===== config.mk =====
export PLATFORM = sky130hd
export DESIGN_NAME = pool_allocation_tracker_top
export DESIGN_NICKNAME = d
export VERILOG_FILES = /design/src/pat_pkg.sv /design/src/pat_ram.sv /design/src/pat_divider.sv /design/src/pat_datapath.sv /design/src/pat_ctrl.sv /design/src/pool_allocation_tracker_top.sv
export SDC_FILE = /design/constraint.sdc
export NUM_CORES = 2
export LEC_CHECK = 0
export ABC_AREA = 1
export BUFFER_PORTS_ARGS = -buffer_cell sky130_fd_sc_hd__buf_2
export CAP_MARGIN = 10
export CORE_MARGIN = 3
export CORE_UTILIZATION = 25
export DETAILED_ROUTE_END_ITERATION = 7
export PLACE_DENSITY = 0.42
export REMOVE_ABC_BUFFERS = 1
export SLEW_MARGIN = 10
export SYNTH_ARGS = -nofsm -noshare
export SYNTH_HDL_FRONTEND = slang
export SYNTH_SLANG_ARGS = --single-unit

===== constraint.sdc =====
create_clock -name clk -period 8.4 [get_ports clk]
set_clock_uncertainty 0.2 [all_clocks]
set_input_delay 1.68 -clock clk [delete_from_list [all_inputs] [get_ports clk]]
set_output_delay 1.68 -clock clk [all_outputs]
set_load 0.005 [all_outputs]

===== src/pat_pkg.sv =====
// Shared types and constants for the pool allocation tracker.
// Used by every module of the block except pat_ram; depends on nothing.
package pat_pkg;

  localparam int OFFSET_BITS = 16;

  localparam logic [2:0] ST_OK        = 3'd0;
  localparam logic [2:0] ST_TOO_BIG   = 3'd1;
  localparam logic [2:0] ST_NO_SPACE  = 3'd2;
  localparam logic [2:0] ST_FULL      = 3'd3;
  localparam logic [2:0] ST_OUTSIDE   = 3'd4;
  localparam logic [2:0] ST_NOT_FOUND = 3'd5;
  localparam logic [2:0] ST_RETRIES   = 3'd6;

  localparam logic [1:0] CFG_MODE = 2'd0;
  localparam logic [1:0] CFG_POOL = 2'd1;
  localparam logic [1:0] CFG_SEED = 2'd2;

  localparam logic [15:0] POOL_RESET = 16'd4096;
  localparam logic [15:0] SEED_RESET = 16'd1;
  localparam logic [15:0] LFSR_TAPS  = 16'hB400;

  typedef struct packed {
    logic       capture;
    logic       set_err;
    logic [2:0] err;
    logic       lfsr_step;
    logic       div_start;
    logic       take_rem;
    logic       clr_idx;
    logic       inc_idx;
    logic       rd_idx;
    logic       rd_next;
    logic       rd_last;
    logic       seq_start;
    logic       zero_start;
    logic       place_commit;
    logic       hit_commit;
    logic       wr_shift;
    logic       free_commit;
    logic       load_out;
  } cmd_t;

  typedef struct packed {
    logic is_free;
    logic too_big;
    logic full;
    logic mode;
    logic count_zero;
    logic outside;
    logic div_done;
    logic idx_at_count;
    logic overlap;
    logic tries_max;
    logic no_space;
    logic match;
    logic shift_end;
  } stat_t;

endpackage


===== src/pat_ram.sv =====
// Generic single-write, single-read RAM with registered read data.
// No dependencies.
module pat_ram #(
  parameter int WIDTH = 32,
  parameter int DEPTH = 32
) (
  input  logic                     clk,
  input  logic                     we,
  input  logic [$clog2(DEPTH)-1:0] waddr,
  input  logic [WIDTH-1:0]         wdata,
  input  logic                     re,
  input  logic [$clog2(DEPTH)-1:0] raddr,
  output logic [WIDTH-1:0]         rdata
);

  logic [WIDTH-1:0] mem [DEPTH];

  always_ff @(posedge clk) begin
    if (we) begin
      mem[waddr] <= wdata;
    end
    if (re) begin
      rdata <= mem[raddr];
    end
  end

endmodule


===== src/pat_divider.sv =====
// Restoring divider producing the remainder, one bit per cycle.
// Depends on pat_pkg.
module pat_divider
  import pat_pkg::*;
(
  input  logic                   clk,
  input  logic                   rst,
  input  logic                   start,
  input  logic [OFFSET_BITS-1:0] dividend,
  input  logic [OFFSET_BITS-1:0] divisor,
  output logic [OFFSET_BITS-1:0] rem,
  output logic                   valid
);

  localparam int CNTW = $clog2(OFFSET_BITS + 1);

  logic [OFFSET_BITS-1:0] quo;
  logic [OFFSET_BITS-1:0] dvs;
  logic [CNTW-1:0]        cnt;
  logic                   run;
  logic [OFFSET_BITS:0]   trial;

  assign trial = {rem, quo[OFFSET_BITS-1]};

  always_ff @(posedge clk) begin
    if (rst) begin
      run   <= 1'b0;
      valid <= 1'b0;
      cnt   <= '0;
    end else if (start) begin
      run   <= 1'b1;
      valid <= 1'b0;
      cnt   <= CNTW'(OFFSET_BITS);
      rem   <= '0;
      quo   <= dividend;
      dvs   <= divisor;
    end else if (run) begin
      if (trial >= {1'b0, dvs}) begin
        rem <= OFFSET_BITS'(trial - {1'b0, dvs});
      end else begin
        rem <= trial[OFFSET_BITS-1:0];
      end
      quo <= quo << 1;
      cnt <= cnt - 1'b1;
      if (cnt == CNTW'(1)) begin
        run   <= 1'b0;
        valid <= 1'b1;
      end
    end
  end

endmodule


===== src/pat_datapath.sv =====
// Datapath: configuration, counters, LFSR, descriptor RAM and result registers.
// Depends on pat_pkg, pat_ram and pat_divider.
module pat_datapath
  import pat_pkg::*;
#(
  parameter int TABLE_DEPTH = 32,
  parameter int MAX_TRIES   = 16
) (
  input  logic                           clk,
  input  logic                           rst,
  input  cmd_t                           cmd,
  output stat_t                          stat,
  input  logic                           cfg_we,
  input  logic [1:0]                     cfg_index,
  input  logic [15:0]                    cfg_data,
  input  logic                           op,
  input  logic [15:0]                    size,
  input  logic [15:0]                    offset,
  output logic [2:0]                     status,
  output logic [15:0]                    block_start,
  output logic [$clog2(TABLE_DEPTH+1)-1:0] slot,
  output logic [15:0]                    bytes_placed,
  output logic [$clog2(TABLE_DEPTH+1)-1:0] used_entries
);

  localparam int AW = $clog2(TABLE_DEPTH);
  localparam int CW = $clog2(TABLE_DEPTH + 1);
  localparam int TW = $clog2(MAX_TRIES + 1);
  localparam int OB = OFFSET_BITS;

  logic          mode;
  logic [OB-1:0] pool_size;
  logic [OB-1:0] lfsr;
  logic [OB-1:0] lfsr_nxt;
  logic [CW-1:0] count;
  logic [OB-1:0] sum;
  logic          r_op;
  logic [OB-1:0] r_size;
  logic [OB-1:0] r_offset;
  logic [OB-1:0] cand;
  logic [CW-1:0] idx;
  logic [CW-1:0] hit;
  logic [TW-1:0] tries;
  logic [2:0]    res_status;
  logic [OB-1:0] res_bstart;
  logic [CW-1:0] res_slot;

  logic            ram_we;
  logic [AW-1:0]   ram_waddr;
  logic [2*OB-1:0] ram_wdata;
  logic            ram_re;
  logic [AW-1:0]   ram_raddr;
  logic [2*OB-1:0] ram_rdata;
  logic [OB-1:0]   d_start;
  logic [OB-1:0]   d_size;
  logic [OB:0]     d_end;
  logic [OB:0]     c_end;
  logic [CW-1:0]   idx_p1;
  logic [CW-1:0]   count_m1;
  logic [OB-1:0]   div_rem;
  logic            div_valid;

  assign lfsr_nxt = lfsr[0] ? ((lfsr >> 1) ^ LFSR_TAPS) : (lfsr >> 1);
  assign d_start  = ram_rdata[2*OB-1:OB];
  assign d_size   = ram_rdata[OB-1:0];
  assign d_end    = {1'b0, d_start} + {1'b0, d_size};
  assign c_end    = {1'b0, cand} + {1'b0, r_size};
  assign idx_p1   = idx + 1'b1;
  assign count_m1 = count - 1'b1;

  assign ram_we    = cmd.place_commit | cmd.wr_shift;
  assign ram_waddr = cmd.place_commit ? count[AW-1:0] : idx[AW-1:0];
  assign ram_wdata = cmd.place_commit ? {cand, r_size} : ram_rdata;
  assign ram_re    = cmd.rd_idx | cmd.rd_next | cmd.rd_last;
  assign ram_raddr = cmd.rd_last ? count_m1[AW-1:0] :
                     (cmd.rd_next ? idx_p1[AW-1:0] : idx[AW-1:0]);

  pat_ram #(.WIDTH(2 * OB), .DEPTH(TABLE_DEPTH)) u_ram (
    .clk   (clk),
    .we    (ram_we),
    .waddr (ram_waddr),
    .wdata (ram_wdata),
    .re    (ram_re),
    .raddr (ram_raddr),
    .rdata (ram_rdata)
  );

  pat_divider u_div (
    .clk      (clk),
    .rst      (rst),
    .start    (cmd.div_start),
    .dividend (lfsr_nxt),
    .divisor  (pool_size - r_size),
    .rem      (div_rem),
    .valid    (div_valid)
  );

  always_comb begin
    stat.is_free      = r_op;
    stat.too_big      = r_size >= pool_size;
    stat.full         = count == CW'(TABLE_DEPTH);
    stat.mode         = mode;
    stat.count_zero   = count == '0;
    stat.outside      = r_offset > pool_size;
    stat.div_done     = div_valid;
    stat.idx_at_count = idx == count;
    stat.overlap      = ({1'b0, d_start} < c_end) && ({1'b0, cand} < d_end);
    stat.tries_max    = tries == TW'(MAX_TRIES);
    stat.no_space     = c_end >= {1'b0, pool_size};
    stat.match        = d_start == r_offset;
    stat.shift_end    = idx_p1 >= count;
  end

  always_ff @(posedge clk) begin
    if (rst) begin
      mode      <= 1'b0;
      pool_size <= POOL_RESET;
      lfsr      <= SEED_RESET;
      count     <= '0;
      sum       <= '0;
    end else begin
      if (cfg_we) begin
        case (cfg_index)
          CFG_MODE: mode <= cfg_data[0];
          CFG_POOL: pool_size <= cfg_data;
          CFG_SEED: lfsr <= (cfg_data == '0) ? SEED_RESET : cfg_data;
          default: ;
        endcase
      end
      if (cmd.lfsr_step) begin
        lfsr <= lfsr_nxt;
      end
      if (cmd.place_commit) begin
        count <= count + 1'b1;
        sum   <= sum + r_size;
      end
      if (cmd.hit_commit) begin
        sum <= sum - d_size;
      end
      if (cmd.free_commit) begin
        count <= count_m1;
      end
    end
  end

  always_ff @(posedge clk) begin
    if (cmd.capture) begin
      r_op       <= op;
      r_size     <= size;
      r_offset   <= offset;
      tries      <= '0;
      res_status <= ST_OK;
      res_bstart <= '0;
      res_slot   <= CW'(TABLE_DEPTH);
    end
    if (cmd.set_err) begin
      res_status <= cmd.err;
    end
    if (cmd.lfsr_step) begin
      tries <= tries + 1'b1;
    end
    if (cmd.take_rem) begin
      cand <= div_rem;
    end
    if (cmd.seq_start) begin
      cand <= d_end[OB-1:0];
    end
    if (cmd.zero_start) begin
      cand <= '0;
    end
    if (cmd.clr_idx) begin
      idx <= '0;
    end
    if (cmd.inc_idx) begin
      idx <= idx_p1;
    end
    if (cmd.place_commit) begin
      res_slot   <= count;
      res_bstart <= cand;
    end
    if (cmd.hit_commit) begin
      hit <= idx;
    end
    if (cmd.free_commit) begin
      res_slot   <= hit;
      res_bstart <= r_offset;
    end
    if (cmd.load_out) begin
      status       <= res_status;
      block_start  <= res_bstart;
      slot         <= res_slot;
      used_entries <= count;
      if (mode) begin
        bytes_placed <= sum;
      end else if (count == '0) begin
        bytes_placed <= '0;
      end else begin
        bytes_placed <= d_end[OB-1:0];
      end
    end
  end

endmodule


===== src/pat_ctrl.sv =====
// Controller state machine sequencing scans, retries, shifts and reporting.
// Depends on pat_pkg.
module pat_ctrl
  import pat_pkg::*;
(
  input  logic  clk,
  input  logic  rst,
  input  logic  start,
  output logic  busy,
  output logic  done,
  input  stat_t stat,
  output cmd_t  cmd
);

  typedef enum logic [3:0] {
    S_IDLE, S_CHECK, S_SEQ_RD, S_SEQ_WAIT, S_RSTEP, S_RDIV, S_OSCAN, S_OCHK,
    S_PLACE, S_FSCAN, S_FCHK, S_SHRD, S_SHWR, S_REPORT, S_RWAIT, S_FINISH
  } state_t;

  state_t state, state_next;

  always_comb begin
    cmd        = '0;
    state_next = state;
    case (state)
      S_IDLE: begin
        if (start) begin
          cmd.capture = 1'b1;
          state_next  = S_CHECK;
        end
      end
      S_CHECK: begin
        if (!stat.is_free) begin
          if (stat.too_big) begin
            cmd.set_err = 1'b1;
            cmd.err     = ST_TOO_BIG;
            state_next  = S_REPORT;
          end else if (stat.full) begin
            cmd.set_err = 1'b1;
            cmd.err     = ST_FULL;
            state_next  = S_REPORT;
          end else if (stat.mode) begin
            state_next = S_RSTEP;
          end else if (stat.count_zero) begin
            cmd.zero_start = 1'b1;
            state_next     = S_PLACE;
          end else begin
            state_next = S_SEQ_RD;
          end
        end else if (stat.outside) begin
          cmd.set_err = 1'b1;
          cmd.err     = ST_OUTSIDE;
          state_next  = S_REPORT;
        end else begin
          cmd.clr_idx = 1'b1;
          state_next  = S_FSCAN;
        end
      end
      S_SEQ_RD: begin
        cmd.rd_last = 1'b1;
        state_next  = S_SEQ_WAIT;
      end
      S_SEQ_WAIT: begin
        cmd.seq_start = 1'b1;
        state_next    = S_PLACE;
      end
      S_RSTEP: begin
        cmd.lfsr_step = 1'b1;
        cmd.div_start = 1'b1;
        state_next    = S_RDIV;
      end
      S_RDIV: begin
        if (stat.div_done) begin
          cmd.take_rem = 1'b1;
          cmd.clr_idx  = 1'b1;
          state_next   = S_OSCAN;
        end
      end
      S_OSCAN: begin
        if (stat.idx_at_count) begin
          state_next = S_PLACE;
        end else begin
          cmd.rd_idx = 1'b1;
          state_next = S_OCHK;
        end
      end
      S_OCHK: begin
        if (!stat.overlap) begin
          cmd.inc_idx = 1'b1;
          state_next  = S_OSCAN;
        end else if (stat.tries_max) begin
          cmd.set_err = 1'b1;
          cmd.err     = ST_RETRIES;
          state_next  = S_REPORT;
        end else begin
          state_next = S_RSTEP;
        end
      end
      S_PLACE: begin
        if (stat.no_space) begin
          cmd.set_err = 1'b1;
          cmd.err     = ST_NO_SPACE;
        end else begin
          cmd.place_commit = 1'b1;
        end
        state_next = S_REPORT;
      end
      S_FSCAN: begin
        if (stat.idx_at_count) begin
          cmd.set_err = 1'b1;
          cmd.err     = ST_NOT_FOUND;
          state_next  = S_REPORT;
        end else begin
          cmd.rd_idx = 1'b1;
          state_next = S_FCHK;
        end
      end
      S_FCHK: begin
        if (stat.match) begin
          cmd.hit_commit = 1'b1;
          state_next     = S_SHRD;
        end else begin
          cmd.inc_idx = 1'b1;
          state_next  = S_FSCAN;
        end
      end
      S_SHRD: begin
        if (stat.shift_end) begin
          cmd.free_commit = 1'b1;
          state_next      = S_REPORT;
        end else begin
          cmd.rd_next = 1'b1;
          state_next  = S_SHWR;
        end
      end
      S_SHWR: begin
        cmd.wr_shift = 1'b1;
        cmd.inc_idx  = 1'b1;
        state_next   = S_SHRD;
      end
      S_REPORT: begin
        if (stat.mode || stat.count_zero) begin
          state_next = S_FINISH;
        end else begin
          cmd.rd_last = 1'b1;
          state_next  = S_RWAIT;
        end
      end
      S_RWAIT: begin
        state_next = S_FINISH;
      end
      S_FINISH: begin
        cmd.load_out = 1'b1;
        state_next   = S_IDLE;
      end
      default: begin
        state_next = S_IDLE;
      end
    endcase
  end

  always_ff @(posedge clk) begin
    if (rst) begin
      state <= S_IDLE;
      busy  <= 1'b0;
      done  <= 1'b0;
    end else begin
      state <= state_next;
      done  <= state == S_FINISH;
      if (state == S_IDLE && start) begin
        busy <= 1'b1;
      end else if (state == S_FINISH) begin
        busy <= 1'b0;
      end
    end
  end

endmodule


===== src/pool_allocation_tracker_top.sv =====
// Top level of the pool allocation tracker.
// Depends on pat_pkg, pat_ctrl and pat_datapath.
//
// Usage:
//   Issue a transaction by raising start while busy is low; op, size and
//   offset are sampled at that edge. op 0 allocates size bytes, op 1 frees
//   the block that starts at offset.
//   The result (status, block_start, slot, bytes_placed, used_entries)
//   appears for exactly one cycle with done high, and busy falls in that
//   same cycle, so the next start may be accepted there. The receiver has
//   no way to stall; capture the result when done is high.
//   Errors found up front need no scan; a sequential allocate reads only
//   the last descriptor. A free scans up to the match, then shifts each
//   later descriptor down. A random allocate makes up to MAX_TRIES draws,
//   each running the remainder unit, then checking the descriptors. All
//   scans and shifts go through the single read port of the descriptor RAM.
//   Configuration is written through cfg_we, cfg_index and cfg_data while
//   the block is idle, a rule for the user that the block does not enforce:
//   0 mode, 1 pool size, 2 seed (also loads the LFSR).
//   Reset empties the table, clears the size sum and restores the register
//   defaults (sequential mode, pool 4096, seed 1).
module pool_allocation_tracker_top
  import pat_pkg::*;
#(
  parameter int TABLE_DEPTH = 32,
  parameter int MAX_TRIES   = 16
) (
  input  logic                             clk,
  input  logic                             rst,
  input  logic                             start,
  output logic                             busy,
  input  logic                             op,
  input  logic [15:0]                      size,
  input  logic [15:0]                      offset,
  output logic                             done,
  output logic [2:0]                       status,
  output logic [15:0]                      block_start,
  output logic [$clog2(TABLE_DEPTH+1)-1:0] slot,
  output logic [15:0]                      bytes_placed,
  output logic [$clog2(TABLE_DEPTH+1)-1:0] used_entries,
  input  logic                             cfg_we,
  input  logic [1:0]                       cfg_index,
  input  logic [15:0]                      cfg_data
);

  cmd_t  cmd;
  stat_t stat;

  pat_ctrl u_ctrl (
    .clk   (clk),
    .rst   (rst),
    .start (start),
    .busy  (busy),
    .done  (done),
    .stat  (stat),
    .cmd   (cmd)
  );

  pat_datapath #(.TABLE_DEPTH(TABLE_DEPTH), .MAX_TRIES(MAX_TRIES)) u_dp (
    .clk          (clk),
    .rst          (rst),
    .cmd          (cmd),
    .stat         (stat),
    .cfg_we       (cfg_we),
    .cfg_index    (cfg_index),
    .cfg_data     (cfg_data),
    .op           (op),
    .size         (size),
    .offset       (offset),
    .status       (status),
    .block_start  (block_start),
    .slot         (slot),
    .bytes_placed (bytes_placed),
    .used_entries (used_entries)
  );

endmodule


== Yosys cells after proc, flatten, opt, wreduce, memory -nomap -nowiden ==
Memories as Yosys holds them, arrays and structs flattened. A register that Yosys moved wholly into a read port is not among the register bits.
Index checks and enable logic that the tools add are counted.

* Word-level logic and storage cells: 204
* Bits in writable memories: 1024
* Register bits: 254
* Memories: 1
* Input port bits: 55
* Output and inout bits: 49

* Add/sub/neg operators: 11
* Bitwise gates (word level): 5
* Reductions and logical operators: 27
* Multiplexer cells: 99
* Equal/unequal tests: 24
* Order comparisons: 7

{| class="wikitable"
|+ Memories
! name !! depth !! width !! read ports !! clocked after memory_dff !! write ports !! line !! text
|-
| u_dp.u_ram.mem || 32 || 32 || 1 || 1 || 1 || pat_ram.sv:16 || <nowiki>logic [WIDTH-1:0] mem [DEPTH];</nowiki>
|}

{| class="wikitable"
|+ Operator list
! kind !! count
|-
| 2-to-1 mux 16 bit || 18
|-
| 2-to-1 mux 4 bit || 18
|-
| one-hot mux 4 bit (16 select lines) || 1
|-
| subtractor 16 bit || 3
|-
| 2-to-1 mux 6 bit || 7
|-
| 2-to-1 mux 1 bit || 36
|-
| 2-to-1 mux 5 bit || 7
|-
| adder 16 x 16 -> 17 bit || 2
|-
| >= comparator 17 x 16 -> 1 bit || 2
|-
| < comparator 16 x 17 -> 1 bit || 2
|-
| equality test 4 bit, second input constant || 8
|-
| 2-to-1 mux 32 bit || 1
|-
| nonzero test 2 bit || 10
|-
| adder 16 bit || 1
|-
| equality test 16 bit || 1
|-
| equality test 4 x 3 -> 1 bit, second input constant || 4
|-
| >= comparator 16 bit || 1
|-
| greater-than comparator 16 bit || 1
|-
| logical NOT 16 bit || 1
|-
| one-hot mux 4 bit (4 select lines) || 1
|-
| AND reduction 2 bit || 7
|-
| adder 6 x 1 -> 6 bit, second input constant || 2
|-
| 2-to-1 mux 3 bit || 4
|-
| equality test 4 x 2 -> 1 bit, second input constant || 2
|-
| 26 further kinds || 33
|}

== Depth between registers and ports, before layout ==
* Depth in word-level cells: 7
* Depth in mapped cells: 26
* Mapped depth without buffers: 25

== Hierarchy ==
Synthesis repeated with hierarchy kept, for this count alone.

* Cell total of the unflattened synthesis: 5714
* Area, all modules: 60065.1 sq um

{| class="wikitable"
|+ Modules (own cells, without submodules)
! module !! cells each !! sequential area each (sq um) !! area an instance (sq um) !! instances
|-
| pat_ram || 3536 || 31710.4 || 42726.0 || 1
|-
| pat_datapath || 1600 || 5084.9 || 13161.4 || 1
|-
| pat_divider || 447 || 1581.5 || 3513.4 || 1
|-
| pat_ctrl || 131 || 120.1 || 664.4 || 1
|}

== Worst setup path after synthesis ==
OpenSTA, ideal clock, no wires.

* Path kind: register to register
* From: reg u_dp.r_size[2]
* To: mem u_dp.u_ram.mem[16][0] (enable)
* Setup time: 0.421 ns
* Stages on the path, launching flop included: 24
* Slack: 3.052 ns
* Arrival: 4.727 ns
* Path buffers: 1
* Clock period less this slack: 5.348 ns
* Cell sequence: edfxtp_1 -> ha_1 -> a21oi_1 -> nand2_1 -> nand2_1 -> nand2_1 -> a21boi_0 -> o21ai_0 -> a21oi_1 -> o21ai_0 -> nand2_1 -> nand2_1 -> nand2_1 -> nand2_1 -> ha_1 -> nand4_1 -> nor3_1 -> nor3_2 -> nand3_1 -> clkbuf_1 -> nand2_1 -> nand2_1 -> nand3_1 -> nor2_1

* Word-level cells in the longest chain between the ends: 7
* Elaborated cells on any way between the ends: 8

{| class="wikitable"
|+ Ends and longest elaborated chain
! element !! line !! text
|-
| from (decl) || pat_datapath.sv:38 || <nowiki>logic [OB-1:0] r_size;</nowiki>
|-
| from (signal assigned) || pat_datapath.sv:149 || <nowiki>r_size <= size;</nowiki>
|-
| adder 16 x 16 -> 17 bit * || pat_datapath.sv:67 || <nowiki>assign c_end = {1'b0, cand} + {1'b0, r_size};</nowiki>
|-
| >= comparator 17 x 16 -> 1 bit * || pat_datapath.sv:109 || <nowiki>stat.no_space = c_end >= {1'b0, pool_size};</nowiki>
|-
| 2-to-1 mux 1 bit * || pat_ctrl.sv:100 || <nowiki>if (stat.no_space) begin</nowiki>
|-
| 2-to-1 mux 1 bit * || pat_ctrl.sv:25 || <nowiki>case (state)</nowiki>
|-
| OR 1 bit || pat_datapath.sv:71 || <nowiki>assign ram_we = cmd.place_commit | cmd.wr_shift;</nowiki>
|-
| 2-to-1 mux 1 bit || pat_ram.sv:19 || <nowiki>if (we) begin</nowiki>
|-
| 2-to-1 mux 1 bit (implied by the code) || pat_ram.sv:20 || <nowiki>mem[waddr] <= wdata;</nowiki>
|-
| to (decl) || pat_ram.sv:16 ||
|}

Every way passes the cells marked *; elsewhere a longest branch is shown, timed or not.

== Worst setup path in the final report ==
* From: reg u_dp.r_size[2]
* To: mem u_dp.u_ram.mem[11][16] (enable)

The elaborated chain is that of the path after synthesis.

==> flow_summary.toml <==
[power]
power_frac_clock_pct = 27.3
power_density_nw_per_um2 = 326.2
totalPowerFinal_mw = 23.40
comb_power_share_pct = 34.7
power_switching_share_pct = 39.00
p_leak_nw = 28.68
max-vdd-ir-drop_mv = 0.3463
power_frac_seq_pct = 37.9
int_pwr_mw = 14.27
switchingPower_mw = 9.125

[finish]
multiInputGateArea_um2 = 19710
design.final.nets = 6450
most-common-layout-cells = "1416 x nand2_1, 1226 x edfxtp_1, 1155 x nand3_1"
drive_above_1_share_pct = 8.138
fin_util_pct = 29.09
layout-area-overhead-vs-synth_pct = 15.31
summed_area_of_non_filler_cells_in_the_final_layout_um2 = 71730
layout.cells.most_common = "nand2_1"
final-instance-count-excl-fill = 9670
filler_cell_count = 25710
seq_area_um2 = 38500

[grt]
grt_antenna_before_repair = 14
grt_first_pass_wirelength_mm = 315.5
first_global_vias = 43240
gr-total-overflow = 0
grt.total_usage_pct = 16.72
grt_start_max_net_pins = 175

[setup_path]
cp-start-kind = "flop"
worstSetupPathType = "reg -> reg"
cp_data_required_time_ns = 8.67
worst-endpoint-arrival_ns = 7.14
setup.worst_path.end_class = "flop"
critPathMaxFanout = 54

[routing]
detail_route.vias_per_cell = 4.642
routed_wl_mm = 219.2
detailed_route_via_count = 44890
first_iter_violations = 3734
antenna_violating_nets_post_route = 0
drt_drc_violations_left = 0
detail_route.first_pass.iterations = 6
post_drt_wl_per_cell_um = 22.66

[timing]
finalCriticalPeriod_ns = 6.878
hold-worst-slack_ns = 0.2131
report.final.hold_viol_count = 0
layout_worst_path_cycle_share_pct = 81.88
finalMaxSlewViolations = 0
finalSetupViolCount = 0
setup_tns_ns = 0
maxClockFrequency_mhz = 145.4
timing_worst_slew_pin_value_ns = 1.225
grt_setup_unrepaired = "no"
post-route-worst-setup-slack_ns = 1.522
worst_slew_margin_rel_pct = 18.34

[yosys]
synthesis.instances = 6181
yosys.cell_types.count = 54
synth_area_leaders = "edfxtp_1 59%, nand3_1 9.3%, nand2_1 8.6%, inv_1 4.8%, ha_1 3.1%"
synth_sequential_area_ratio_pct = 61.89
postSynth.topFlopCell = "edfxtp_1"
post_synthesis_mean_instance_area_um2 = 10.06
postSynth.asyncResetShare_pct = 0
synth-edff-count = 1226
synth.ff_latch_count = 1310
yosys_warnings = 0
synth_top_cell_by_area = "edfxtp_1"
post-synth-top-area-fraction_pct = 59.18
post_synth_instance_area_um2 = 62210

[placement]
placed_cell_area_um2 = 66830
gpl_wtd_cong = 0.8645
place.detailed.hpwl_mm = 132.4
placedCellCount = 9389
place_worst_setup_slack_ns = 1.602
port_buffers = 103

[clock_network]
cts-hold-fix-buffers = 0
h_tree_levels = 4
clock_latency_ns = 0.81
post_cts_resized = 0
max-clock-path-buffers = 3
clock_sinks = 1310
tritoncts.num_buffers = 153
tritoncts = "built"
clk_pin_slew_worst_paths_ns = 0.07
root_buffer = "clkbuf_16"
cts_setup_buffers = 0

[floorplan]
pin_count = 104
design.die.area_um2 = 254800
die_width_um = 504.8
die_height_um = 504.8
coreArea_um2 = 246600
floorplan.rows = 182
effective_utilization_at_floorplan_pct = 25.22

[job]
max-cap-violations = 0

[outcome]
outcome = "complete, no violations"

[worst_hold_path]
hold_path_class = "reg -> reg"
worst max-delay path, cell delays in order, from the launching register on:
cell	delay (ns)
edfxtp_1	0.44
ha_1	0.36
a21oi_1	0.16
nand2_1	0.12
nand2_1	0.10
nand2_1	0.09
a21boi_0	0.32
o21ai_0	0.21
a21oi_1	0.25
o21ai_0	0.11
nand2_1	0.11
nand2_1	0.08
nand2_1	0.07
nand2_1	0.07
ha_1	0.30
nand4_1	0.10
nor3_1	0.22
nor3_2	0.21
nand3_4	0.13
buf_4	0.63
nand2_1	0.12
nand2_1	0.14
nand3_1	0.66
nor2_4	0.89
buf_4	0.41
flip-flops by register name, indices dropped and copies added, names as in the netlist, 6 cells and up:
| name | flops |
|---|---|
| u_dp.block_start | 16 |
| u_dp.bytes_placed | 16 |
| u_dp.cand | 16 |
| u_dp.count | 6 |
| u_dp.hit | 6 |
| u_dp.idx | 6 |
| u_dp.lfsr | 16 |
| u_dp.pool_size | 16 |
| u_dp.r_offset | 16 |
| u_dp.r_size | 16 |
| u_dp.res_bstart | 16 |
| u_dp.res_slot | 6 |
| u_dp.slot | 6 |
| u_dp.sum | 16 |
| u_dp.u_div.dvs | 16 |
| u_dp.u_div.quo | 16 |
| u_dp.u_div.rem | 16 |
| u_dp.u_ram.mem | 1024 |
| u_dp.u_ram.rdata | 32 |
| u_dp.used_entries | 6 |
power groups by stage:
| stage | combinational (mW) | clock [mW] | sequential [mW] |
|---|---|---|---|
| after floorplan | 5.25 | 0 | 8.82 |
| after global placement | 8.14 | 0 | 9.01 |
| after detailed placement | 8.13 | 0 | 9.01 |
| after CTS | 8.16 | 6.58 | 8.88 |
| after global routing | 9.06 | 6.83 | 8.92 |
| final | 8.13 | 6.40 | 8.88 |
per-layer routing:
metal	part of all wire, %	track usage [%]
met1	45	22.88
met2	47	27.60
met3	5.5	2.884
met4	1.9	3.677
met5	0.0059	0
kinds of logic (layout without fill, tap and decap cells):
logic type,count (synthesis),after routing,share of synthesized area [%]
and+or+nand+nor,3033,3033,22.05
DFF,1310,1310,61.89
buffers and inverters,1138,1310,7.380
AOI/OAI and AO/OA,433,433,3.892
adders and majority gates,161,161,3.299
xor gates and xnor gates,105,105,1.478
muxes,1,1,0.01609
other,0,5,0
synth_stat cells, types with 2 or more instances:
| master | number |
|---|---|
| o221ai_1 | 13 |
| nand4_1 | 40 |
| nand2_4 | 5 |
| ha_1 | 156 |
| o21a_1 | 5 |
| nand3b_1 | 162 |
| nor4_1 | 8 |
| a21o_1 | 13 |
| fa_1 | 5 |
| buf_2 | 201 |
| a221oi_1 | 2 |
| a21oi_1 | 145 |
| a21boi_0 | 2 |
| a211oi_1 | 9 |
| o21ai_0 | 178 |
| o211ai_1 | 11 |
| o22ai_1 | 8 |
| nand2_1 | 1418 |
| buf_1 | 25 |
| nor2_4 | 3 |
| inv_1 | 803 |
| buf_4 | 16 |
| nor2_1 | 193 |
| xnor2_1 | 41 |
| o21bai_1 | 3 |
| nand3_1 | 1157 |
| clkinv_1 | 6 |
| dfxtp_1 | 84 |
| o31ai_1 | 4 |
| a31oi_1 | 17 |
| nor3_2 | 2 |
| or2_2 | 4 |
| nand2_2 | 3 |
| a31o_2 | 2 |
| edfxtp_1 | 1226 |
| o21ai_1 | 12 |
| inv_2 | 8 |
| xor2_1 | 64 |
| nor3_1 | 35 |
| clkbuf_1 | 78 |
area by class of cell:
type,count,share of cell area (%)
antenna,5,0.01744
clock buffer,207,5.751
clock inverter,67,0.8722
inverter,817,4.286
multi-input combinational,3733,27.48
sequential,1310,53.67
tap,3312,5.777
timing repair buffer,219,2.146
final timing paths:
check / start / to / slack, ns / cells after the start
setup / recovery: u_dp.r_size[2]$_DFFE_PP_ / u_dp.u_ram.mem[11][16]$_DFFE_PP_ / 1.52 / 24
hold / removal: u_dp.res_bstart[8]$_DFFE_PP_ / u_dp.block_start[8]$_DFFE_PP_ / 0.21 / 0
setup reg to reg: u_dp.r_size[2]$_DFFE_PP_ / u_dp.u_ram.mem[11][16]$_DFFE_PP_ / 1.52 / 24
hold reg to reg: u_dp.res_bstart[8]$_DFFE_PP_ / u_dp.block_start[8]$_DFFE_PP_ / 0.21 / 0
No activity file was read; power rests on OpenSTA's default activity.
